<file path="config.mk">
export PLATFORM = sky130hd
export DESIGN_NAME = sorted_priority_queue
export DESIGN_NICKNAME = d
export VERILOG_FILES = /design/src/sv/spq_pkg.sv /design/src/sv/spq_ctrl.sv /design/src/sv/spq_dpath.sv /design/src/sv/sorted_priority_queue.sv
export SDC_FILE = /design/constraint.sdc
export NUM_CORES = 1
export LEC_CHECK = 0
export BUFFER_PORTS_ARGS = -buffer_cell sky130_fd_sc_hd__buf_4
export CAP_MARGIN = 5
export CORE_UTILIZATION = 58
export CTS_BUF_LIST = sky130_fd_sc_hd__clkbuf_8
export CTS_CLUSTER_SIZE = 28
export DETAILED_ROUTE_END_ITERATION = 16
export PLACE_DENSITY = 0.76
export SLEW_MARGIN = 10
export SYNTH_ARGS = -nofsm -noshare
export SYNTH_HDL_FRONTEND = slang
export SYNTH_SLANG_ARGS = --single-unit
export TNS_END_PERCENT = 5
</file>
<file path="constraint.sdc">
create_clock -name clock -period 4.8 [get_ports clock]
set_input_delay 0.48 -clock clock [delete_from_list [all_inputs] [get_ports clock]]
set_output_delay 0.48 -clock clock [all_outputs]
set_load 0.03 [all_outputs]
</file>
<file path="src/sv/spq_pkg.sv">
package spq_pkg;

   localparam int KEY_W        = 32;
   localparam int OCC_W        = 4;
   localparam int CMD_W        = 2;
   localparam int STATUS_W     = 2;
   localparam int CAPACITY_DEF = 8;

   localparam logic [CMD_W-1:0] CMD_INSERT = 2'd0;
   localparam logic [CMD_W-1:0] CMD_REMOVE = 2'd1;
   localparam logic [CMD_W-1:0] CMD_QUERY  = 2'd2;

   localparam logic [STATUS_W-1:0] STATUS_DONE  = 2'd0;
   localparam logic [STATUS_W-1:0] STATUS_FULL  = 2'd1;
   localparam logic [STATUS_W-1:0] STATUS_EMPTY = 2'd2;

   // Controller to datapath: commit one operation.
   typedef struct packed {
      logic                load;
      logic                push;
      logic                pop;
      logic [STATUS_W-1:0] status;
   } ctl_cmd_type;

   // Datapath to controller: occupancy state.
   typedef struct packed {
      logic full;
      logic empty;
   } dp_stat_type;

endpackage

</file>
<file path="src/sv/spq_ctrl.sv">
module spq_ctrl
   import spq_pkg::*;
(
   input  logic              clock,
   input  logic              reset,
   input  logic              req_valid,
   output logic              req_ready,
   input  logic [CMD_W-1:0]  req_cmd,
   output logic              rsp_valid,
   input  logic              rsp_ready,
   input  dp_stat_type       dp_stat,
   output ctl_cmd_type       ctl
);

   typedef enum logic {
      ST_IDLE,
      ST_HOLD
   } state_type;

   state_type state_ff, state_in;
   logic      accept;

   // A waiting result that leaves this cycle frees the output register.
   assign req_ready = (state_ff == ST_IDLE) || rsp_ready;
   assign accept    = req_valid && req_ready;
   assign rsp_valid = (state_ff == ST_HOLD);

   always_comb begin
      ctl.load   = accept;
      ctl.push   = 1'b0;
      ctl.pop    = 1'b0;
      ctl.status = STATUS_DONE;
      unique case (req_cmd)
         CMD_INSERT: begin
            if (dp_stat.full) begin
               ctl.status = STATUS_FULL;
            end else begin
               ctl.push = accept;
            end
         end
         CMD_REMOVE: begin
            if (dp_stat.empty) begin
               ctl.status = STATUS_EMPTY;
            end else begin
               ctl.pop = accept;
            end
         end
         default: begin
            // query and the unused code change nothing
         end
      endcase
   end

   always_comb begin
      state_in = state_ff;
      unique case (state_ff)
         ST_IDLE: begin
            if (accept) state_in = ST_HOLD;
         end
         ST_HOLD: begin
            if (rsp_ready && !accept) state_in = ST_IDLE;
         end
         default: state_in = ST_IDLE;
      endcase
   end

   always_ff @(posedge clock) begin
      if (reset) begin
         state_ff <= ST_IDLE;
      end else begin
         state_ff <= state_in;
      end
   end

endmodule

</file>
<file path="src/sv/spq_dpath.sv">
module spq_dpath
   import spq_pkg::*;
#(
   parameter int CAPACITY = CAPACITY_DEF
)
(
   input  logic                       clock,
   input  logic                       reset,
   input  logic signed [KEY_W-1:0]    req_value,
   input  ctl_cmd_type                ctl,
   output dp_stat_type                dp_stat,
   output logic [STATUS_W-1:0]        rsp_status,
   output logic signed [KEY_W-1:0]    rsp_head_value,
   output logic [OCC_W-1:0]           rsp_occupancy,
   output logic                       rsp_empty_flag,
   output logic                       rsp_full_flag
);

   localparam int CNT_W = $clog2(CAPACITY + 1);

   logic signed [KEY_W-1:0] entry_ff [CAPACITY];
   logic signed [KEY_W-1:0] entry_in [CAPACITY];
   logic [CAPACITY-1:0]     move;
   logic [CNT_W-1:0]        count_ff, count_in;

   logic [STATUS_W-1:0]     status_ff;
   logic signed [KEY_W-1:0] head_ff, head_in;
   logic [OCC_W-1:0]        occ_ff;
   logic                    empty_ff, full_ff;

   assign dp_stat.full  = (count_ff == CNT_W'(CAPACITY));
   assign dp_stat.empty = (count_ff == '0);

   // Each cell compares its key with the new one; a cell moves aside when it
   // holds a strictly greater key or lies past the last stored entry.
   genvar gi;
   generate
      for (gi = 0; gi < CAPACITY; gi++) begin : g_cell
         assign move[gi] = (CNT_W'(gi) >= count_ff) || (entry_ff[gi] > req_value);

         if (gi == 0) begin : g_first
            always_comb begin
               if (ctl.pop) begin
                  entry_in[gi] = (CAPACITY > 1) ? entry_ff[gi+1] : entry_ff[gi];
               end else if (ctl.push && move[gi]) begin
                  entry_in[gi] = req_value;
               end else begin
                  entry_in[gi] = entry_ff[gi];
               end
            end
         end else if (gi == CAPACITY - 1) begin : g_last
            always_comb begin
               if (ctl.push && move[gi]) begin
                  entry_in[gi] = move[gi-1] ? entry_ff[gi-1] : req_value;
               end else begin
                  entry_in[gi] = entry_ff[gi];
               end
            end
         end else begin : g_mid
            always_comb begin
               if (ctl.pop) begin
                  entry_in[gi] = entry_ff[gi+1];
               end else if (ctl.push && move[gi]) begin
                  entry_in[gi] = move[gi-1] ? entry_ff[gi-1] : req_value;
               end else begin
                  entry_in[gi] = entry_ff[gi];
               end
            end
         end

         always_ff @(posedge clock) begin
            if (ctl.push || ctl.pop) entry_ff[gi] <= entry_in[gi];
         end
      end
   endgenerate

   always_comb begin
      count_in = count_ff;
      if (ctl.push) begin
         count_in = count_ff + CNT_W'(1);
      end else if (ctl.pop) begin
         count_in = count_ff - CNT_W'(1);
      end
      head_in = (count_in != '0) ? entry_in[0] : '0;
   end

   always_ff @(posedge clock) begin
      if (reset) begin
         count_ff <= '0;
      end else begin
         count_ff <= count_in;
      end
   end

   always_ff @(posedge clock) begin
      if (ctl.load) begin
         status_ff <= ctl.status;
         head_ff   <= head_in;
         occ_ff    <= OCC_W'(count_in);
         empty_ff  <= (count_in == '0);
         full_ff   <= (count_in == CNT_W'(CAPACITY));
      end
   end

   assign rsp_status     = status_ff;
   assign rsp_head_value = head_ff;
   assign rsp_occupancy  = occ_ff;
   assign rsp_empty_flag = empty_ff;
   assign rsp_full_flag  = full_ff;

endmodule

</file>
<file path="src/sv/sorted_priority_queue.sv">
// Latency: a result is valid in the cycle after its request transfer.
// Throughput: one operation per cycle while rsp_ready is high; the sorted
// cell row compares and shifts all entries at once, so the next request
// transfers together with the transfer of the waiting result.
// Reset (synchronous, active high) empties the queue and drops any waiting
// result; the key cells are not cleared.
module sorted_priority_queue
   import spq_pkg::*;
#(
   parameter int CAPACITY = CAPACITY_DEF
)
(
   input  logic                    clock,
   input  logic                    reset,
   input  logic                    req_valid,
   output logic                    req_ready,
   input  logic [CMD_W-1:0]        req_cmd,
   input  logic signed [KEY_W-1:0] req_value,
   output logic                    rsp_valid,
   input  logic                    rsp_ready,
   output logic [STATUS_W-1:0]     rsp_status,
   output logic signed [KEY_W-1:0] rsp_head_value,
   output logic [OCC_W-1:0]        rsp_occupancy,
   output logic                    rsp_empty_flag,
   output logic                    rsp_full_flag
);

   ctl_cmd_type ctl;
   dp_stat_type dp_stat;

   // Controller: handshake, command decode and full/empty rejection.
   spq_ctrl u_ctrl (
      .clock     (clock),
      .reset     (reset),
      .req_valid (req_valid),
      .req_ready (req_ready),
      .req_cmd   (req_cmd),
      .rsp_valid (rsp_valid),
      .rsp_ready (rsp_ready),
      .dp_stat   (dp_stat),
      .ctl       (ctl)
   );

   // Datapath: the ascending key cells, the count and the result register.
   spq_dpath #(
      .CAPACITY (CAPACITY)
   ) u_dpath (
      .clock          (clock),
      .reset          (reset),
      .req_value      (req_value),
      .ctl            (ctl),
      .dp_stat        (dp_stat),
      .rsp_status     (rsp_status),
      .rsp_head_value (rsp_head_value),
      .rsp_occupancy  (rsp_occupancy),
      .rsp_empty_flag (rsp_empty_flag),
      .rsp_full_flag  (rsp_full_flag)
   );

endmodule

</file>
# Word level (Yosys, flattened, before mapping)
# Memory sizes are Yosys's and may differ from the RTL's.
# Index checks and enable logic that the tools add are counted.
# word_totals
latchBits	0
ff_bits	45
ram_bits	256
mem_bits_ro	0
output_inout_bits	42
n_memories	1
# op_classes
add_sub_neg	2
mux	36
n_reduce_logical	25
eq_ne	3
div	0
n_mul	0
shifts	0
n_bitwise	1
magnitude_cmp	16
# mem_list
memory	words	width	rd	rd_clocked_by_memory_dff	wr	line	source
u_dpath.entry_ff	8	32	8	0	8	spq_dpath.sv:21	logic signed [KEY_W-1:0] entry_ff [CAPACITY];
# ops
operator	count
two-way mux 32 bit	22
greater-than comparator 32 bit	8
>= comparator 3 x 4 -> 1 bit (first input constant)	4
logical AND 1 bit	10
logical OR 1 bit	10
two-way mux 1 bit	9
== test 4 bit (second input constant)	2
>= comparator 1 x 4 -> 1 bit (first input constant)	2
>= comparator 2 x 4 -> 1 bit (first input constant)	2
zero test 4 bit	2
two-way mux 4 bit	2
adder 4 x 1 -> 4 bit (second input constant)	1
one-hot mux 2 bit (2 select lines)	1
nonzero test 4 bit	1
subtractor 4 x 1 -> 4 bit (second input constant)	1
== test 2 x 1 -> 1 bit (second input constant)	1
zero test 2 bit	1
two-way mux 2 bit	1
one-hot mux 1 bit (2 select lines)	1
zero test 1 bit	1
inverter 1 bit	1

# Longest topological paths before layout
# Gate-level depths: netlist of run 1.
# depth
ltp_word	8
depth_mapped	12
ltp_nobuf	10

# Hierarchy
# Synthesis of run 1 repeated with hierarchy kept, for this count alone.
# hier_totals
cells_unflattened	1963
hier_area_um2	20916.3
# by_module_without_submodules
module	area_per_inst_um2	n_inst	cells_each
spq_dpath	20812.5	1	1951
spq_ctrl	103.8	1	12

# Worst setup path before layout of run 1
# No wires, ideal clock.
# synth_path
path_kind	input to register
startpoint	input port rsp_ready
endpoint	memory u_dpath.entry_ff[7][4], in the netlist u_dpath.entry_ff[1][100], enable pin
t_required_ps	4368
path_slack_ps	289
stages	6
t_arrival_ps	4079
cell_sequence	nand2b_1 > and2_1 > nand3_1 > a21oi_1 > nand2_1 > a21oi_1
# synth_lines
element	line	source
from (decl)	sorted_priority_queue.sv:20	input logic rsp_ready,
to (decl)	spq_dpath.sv:21	

==> impl_metrics.toml, run 1 <==
[run_status]
status = "complete, no violations"

[synthesis]
synth.avg_cell_area_sq_um = 10.2
synthCells = 1990
synth_edf_count = 296
ys_ff_latch = 301
async_flop_share = 0
netlist.area_leader.share = 0.436
yosys.area.top_type = "edfxtp_1"
synth_cell_types = 65
seq_area_frac_synth = 0.441
synthTopCellsByArea = "edfxtp_1 44%, ha_1 16%, a21oi_1 4.7%"
syn_nets = 2288
synth_area_sq_um = 20400
ys.flop_type = "edfxtp_1"
synth.yosys.warnings = 0

[worst_hold_path]
hold_start = "reset"
min_to = "u_dpath.count_ff[0]"
hp-class = "in2reg"
whs_path_depth = 2

[layout]
antennaDiodeCount = 0
nNetsFinal = 2371
final_common_cell = "edfxtp_1"
fin_util = 0.657
area_delta_synth_final_pct = 11.5
finalNonFillerCells = 2570
drive_above_1_share = 0.123
stdcell_area_sq_um = 22700
num-fill-cells = 2717
final_cell_mix = "296 x edfxtp_1, 260 x ha_1, 219 x nor2_1, 192 x nand2_1, 188 x a21oi_1"

[clocking]
post-cts-setup-buffers = 0
htreeDepth = 2
cts_resized = 0
clk_pin_slew_ps = 60
numCtsBuffers = 53
cts_root_buffer = "clkbuf_8"
holdBufCountCts = 0
clockBufferDepth = 3
clk_latency_ps = 650
clkSinkCount = 301
tritoncts = "built"

[floorplanning]
start_util = 0.590
die_height_um = 189
die_x_um = 189
io_pins = 80
die-area_sq_um = 35900
num_rows = 68
core-area_sq_um = 34500

[timing]
final.setup.tns_ps = 0
finClkSkew_ps = 37.8
max_clock_freq_mhz = 240
period_needed_ps = 4170
slew_headroom = 0.171
whs_ps = 44.1
final-setup-viol-count = 0
finalHoldViolations = 0
tightest_slew_ps = 1210
post-route-period-util = 0.870
drv_slew = 0
rsz0062_at_grt = "false"

[flow_run]
cap_violations = 0

[placement]
placedCellCount = 2473
portBuffers = 79
dpl_cell_area_sq_um = 21700
hpwl_um = 45700
place_congestion = 0.978

[critical_path]
critPathArrivalTime_ps = 4530
path_class = "reg2reg"
reg2reg_from = "u_dpath.entry_ff[1][31]"
startpoint_type = "flip-flop"
crit_path_end_kind = "flip-flop"
r2r-end = "u_dpath.entry_ff[1][55]"
rrSetupSlack_ps = 630
critical_path.max_fanout = 19
reg2reg_depth = 9
startpoint = "u_dpath.entry_ff[1][31]"
required_ps = 5150

[route]
wl_per_cell_um = 24.6
num_vias = 17500
drtAntennaViolNets = 0
drtIter0Drc = 2141
drc = 0
wirelength_um = 63100
drt_first_pass_iters = 6
via_per_inst = 6.81

[power_and_ir_drop]
peakVddDrop_mv = 0.249
p_leak_nw = 9.41
power.density_nw_per_um2 = 295

[global_routing]
grt.overflow.total = 0
antenna_found_initial = 0
grt_max_degree = 230
grt_pass1_vias = 16800
globalRouteTotalUtil = 0.349
grt_pass1_wl_um = 95900
[kinds of logic (layout without fill, tap and decap cells)]
logic type	Yosys count	in the layout	synth area share
AND/OR/NAND/NOR	571	571	0.123
buffers and inverters	176	301	0.0350
adder cells (fa/ha/maj)	260	260	0.160
multiplexers	126	126	0.0638
AO/OA/AOI/OAI	553	553	0.176
XOR/XNOR	3	3	0.00129
flip-flops	301	301	0.441
[power by group]
group	total [W]	switching, W	internal [W]	leakage [nW]
Combinational	0.00117	0.000747	0.000420	6.03
Clock	0.00237	0.00113	0.00124	0.590
Sequential	0.00317	0.000105	0.00306	2.79
[how the worst max path moves through the flow]
stage / end / cells after the start
4_1_cts: u_dpath.entry_ff[1][55] / 9
6_report: u_dpath.entry_ff[1][55] / 9
3_3_place_gp: u_dpath.entry_ff[1][54] / 11
2_1_floorplan: u_dpath.entry_ff[1][100] / 6
5_1_grt: u_dpath.entry_ff[1][54] / 9
3_5_place_dp: u_dpath.entry_ff[1][104] / 12
[synth_stat cells, drive strengths merged (3+ instances only)]
master     n
a221oi    39
a22oi      4
nor3b      3
nand2    192
nor3      13
a211oi     4
a2111oi    3
clkbuf    81
a31oi     70
nand4     46
or4        4
nand3     57
o21ai     95
ha       260
a21oi    190
or3        5
a21o      39
o221ai     8
nand2b     4
o211ai     6
o311ai    34
nor4       5
dfxtp      5
mux2      31
mux2i     95
edfxtp   296
buf       27
a311oi    33
nor2     221
inv       68
nand3b     3
o21a      11
nor2b      8
a21boi     3
[flip-flops by register name (all words and copies together) (netlist names)]
signal                  count
u_ctrl.rsp_valid            1
u_dpath.count_ff            4
u_dpath.entry_ff          256
u_dpath.rsp_empty_flag      1
u_dpath.rsp_full_flag       1
u_dpath.rsp_head_value     32
u_dpath.rsp_occupancy       4
u_dpath.rsp_status          2
[metal layers]
metal / wire length [um] / part of all wire / vias to the layer above / track usage
met4: 2390 / 0.038 / 0 / 0.150
met1: 26500 / 0.42 / 8402 / 0.502
met5: 0 / 0 / - / 0
met2: 26700 / 0.42 / 1121 / 0.508
li1: - / - / 7824 / -
met3: 7570 / 0.12 / 158 / 0.0743
[critical path: stages, from the launching register on]
cell and delay [ps]:
edfxtp_1 440, ha_1 370, nand4_1 130, or3_1 520
nor4_1 700, a211oi_1 240, o21ai_4 750, buf_4 380
mux2i_1 230, a21oi_1 90
[area by class of cell]
cell class | count | area (sq um) | share of cell area
Clock buffer | 60 | 826 | 0.0364
Clock inverter | 37 | 200 | 0.00881
Inverter | 68 | 255 | 0.0112
Multi-Input combinational cell | 1513 | 10800 | 0.473
Sequential cell | 301 | 8990 | 0.396
Tap cell | 455 | 569 | 0.0251
Timing Repair Buffer | 136 | 1120 | 0.0494
[through the flow]
stage | total power [W] | worst slack, ps
after floorplan | 0.00389 | 289
after global placement | 0.00430 | 389
after detailed placement | 0.00434 | 362
after CTS | 0.00669 | 788
after global routing | 0.00692 | 514
final | 0.00671 | 625
No activity file was read; power rests on OpenSTA's default activity.
==> run 2, diff against run 1 <==
ABC_AREA = 1   (was unset)
CORE_MARGIN = 1   (was unset)
PLACE_DENSITY = 0.75   (was 0.76)
==> run 2 against run 1 <==
Synthesized area is 6.6% higher; synthesized cell count rose by 35%; wire length shrank 2.9%; die area rose by 6.5%; fmax is 11% higher; worst setup slack gained 420 ps; sequential cell count unchanged; combinational power up 70%; non-clock buffer count decreased by 1; cell count up 27%; global-route usage shrank 2.9 points; core utilization fell by 0.52 points; largest cell class unchanged.
==> impl_metrics.toml, run 2 <==
[power_and_ir_drop]
p_sw_frac = 0.336
internal_power_w = 0.00517
peakVddDrop_mv = 0.232
clkPwrFrac = 0.316
power.sequential.fraction = 0.428
power.density_nw_per_um2 = 325
p_switching_w = 0.00262
pwr-share-comb = 0.256
p_leak_nw = 11.5

[route]
drtIter0Drc = 2229
wl_per_cell_um = 18.8
wirelength_um = 61300
drt_first_pass_iters = 6
drc = 0
via_per_inst = 5.96
drtAntennaViolNets = 0
num_vias = 19500

[layout]
num-fill-cells = 3073
final_common_cell = "nand2_1"
antennaDiodeCount = 0
nNetsFinal = 3055
regArea_sq_um = 8990
top_register = "u_dpath.entry_ff"
multi_input_area_sq_um = 11100
finalNonFillerCells = 3266
final_cell_mix = "813 x nand2_1, 440 x nand3_1, 307 x inv_1, 296 x edfxtp_1, 260 x ha_1"
area_delta_synth_final_pct = 10.3
largest_register_ffs = 256
drive_above_1_share = 0.0933
stdcell_area_sq_um = 23900

[run_status]
status = "complete, no violations"

[timing]
period_needed_ps = 3760
drv_slew = 0
tightest_slew_ps = 1050
fin_ws_ps = 1040
post-route-period-util = 0.783
max_clock_freq_mhz = 266
finClkSkew_ps = 31.4
rsz0062_at_grt = "false"
final.setup.tns_ps = 0
final-setup-viol-count = 0
finalHoldViolations = 0
slew_headroom = 0.298

[critical_path]
r2r-end = "u_dpath.entry_ff[0][88]"
reg2reg_depth = 9
startpoint_type = "flip-flop"
rrSetupSlack_ps = 1040
path_class = "reg2reg"
critical_path.max_fanout = 210
crit_path_end_kind = "flip-flop"
required_ps = 5180
critPathArrivalTime_ps = 4140
reg2reg_from = "u_dpath.count_ff[0]"

[floorplanning]
num_rows = 70
die_height_um = 195
die-area_sq_um = 38200
io_pins = 80
die_x_um = 195
core-area_sq_um = 36700
start_util = 0.592

[global_routing]
globalRouteTotalUtil = 0.320
grt.overflow.total = 0
grt_pass1_vias = 18200
antenna_found_initial = 0
grt_max_degree = 211
grt_pass1_wl_um = 96900

[clocking]
cts_resized = 0
holdBufCountCts = 0
htreeDepth = 2
clockBufferDepth = 3
clkSinkCount = 301
clk_pin_slew_ps = 70
tritoncts = "built"
cts_root_buffer = "clkbuf_8"
numCtsBuffers = 53
clk_latency_ps = 650
post-cts-setup-buffers = 0

[placement]
placedCellCount = 3170
place_congestion = 0.944
portBuffers = 79
pre_cts_ws_ps = 460
dpl_cell_area_sq_um = 22900
hpwl_um = 45300

[synthesis]
synth_cell_types = 45
synth_edf_count = 296
seq_area_frac_synth = 0.414
synth.avg_cell_area_sq_um = 8.07
synth-compound-area-share = 0.0870
synth_top_cells_by_count = "814 x nand2_1, 440 x nand3_1, 296 x edfxtp_1"
synth_area_sq_um = 21700
synthAdderAreaFrac = 0.150
netlist.area_leader.share = 0.409
syn_nets = 2988
ys.flop_type = "edfxtp_1"
synthTopCellsByArea = "edfxtp_1 41%, ha_1 15%, nand2_1 14%"
synth-simple-area-share = 0.272
synthXorXnorAreaFrac = 0.00156
synthCells = 2690
synth_top_family_by_area = "simple AND/OR/NAND/NOR gates"
synth.yosys.warnings = 0
synth.most_common_cell = "nand2_1"
ys_ff_latch = 301
async_flop_share = 0
yosys.area.top_type = "edfxtp_1"
synthMuxAreaShare = 0

[worst_hold_path]
min_to = "u_ctrl.rsp_valid"
whs_path_depth = 2
hold_start = "reset"
hp-class = "in2reg"

[flow_run]
cap_violations = 0
-- run 2: changes by cell type after synthesis, sizes merged, moves of 31 or more --
| cell | delta |
|---|---|
| nand2 | +625 |
| mux2i | -95 |
| a21o | -31 |
| a31oi | -70 |
| a221oi | -39 |
| inv | +229 |
| mux2 | -31 |
| o311ai | -34 |
| nand3 | +385 |
| nor2 | -171 |
| a311oi | -33 |
-- run 2: area by class of cell --
type	count	share of cell area
repair buffers	135	0.0439
clock inverters	42	0.0134
well taps	468	0.0245
multi-input cells	1969	0.465
inverters	297	0.0469
clock buffers	54	0.0310
flip-flops and latches	301	0.375
-- run 2: cells by family after synthesis --
kind of cell,count (synthesis)
xor+xnor,3
simple gates,1371
compound gates,335
flops,301
buf+inv,420
fa+ha+maj,260
-- run 2: per-layer routing --
layer | vias up | global-route usage | part of all wire
met5 | - | 0 | 0
met2 | 1040 | 0.474 | 0.42
li1 | 9323 | - | -
met3 | 117 | 0.0492 | 0.099
met4 | 0 | 0.120 | 0.032
met1 | 8995 | 0.473 | 0.45
-- run 2: power groups by stage --
stage / Combinational [W] / Clock (W) / Sequential [W]
finish: 0.00199 / 0.00246 / 0.00333
CTS: 0.00195 / 0.00250 / 0.00333
detailed placement: 0.00194 / 0 / 0.00338
global route: 0.00220 / 0.00260 / 0.00335
floorplan: 0.00126 / 0 / 0.00346
global placement: 0.00186 / 0 / 0.00337
-- run 2: critical path, cell delays in order (launching register included) --
cell and delay [ps]:
dfxtp_1 360, inv_1 160, ha_1 360, nand2_2 160
nand3_4 320, buf_12 670, inv_6 530, buf_4 440
nand2_1 120, nand2_1 60
-- run 2: stage by stage --
step / total power, W / utilization / hold slack, ps
finish: 0.00778 / 0.652 / 53.5
global route: 0.00815 / 0.652 / 60.0
CTS: 0.00778 / 0.652 / 20.7
detailed placement: 0.00533 / 0.623 / 509
global placement: 0.00524 / 0.623 / 510
floorplan: 0.00472 / - / 520
-- run 2: worst max path at each step --
stage,start,end,depth (start not counted)
after floorplan,req_value[31],u_dpath.entry_ff[1][100],11
after global placement,req_value[31],u_dpath.entry_ff[1][123],13
after detailed placement,req_value[31],u_dpath.entry_ff[1][123],13
after CTS,u_dpath.entry_ff[1][127],u_dpath.entry_ff[1][110],11
after global routing,u_dpath.entry_ff[1][127],u_dpath.entry_ff[1][110],11
final,u_dpath.count_ff[0],u_dpath.entry_ff[0][88],9
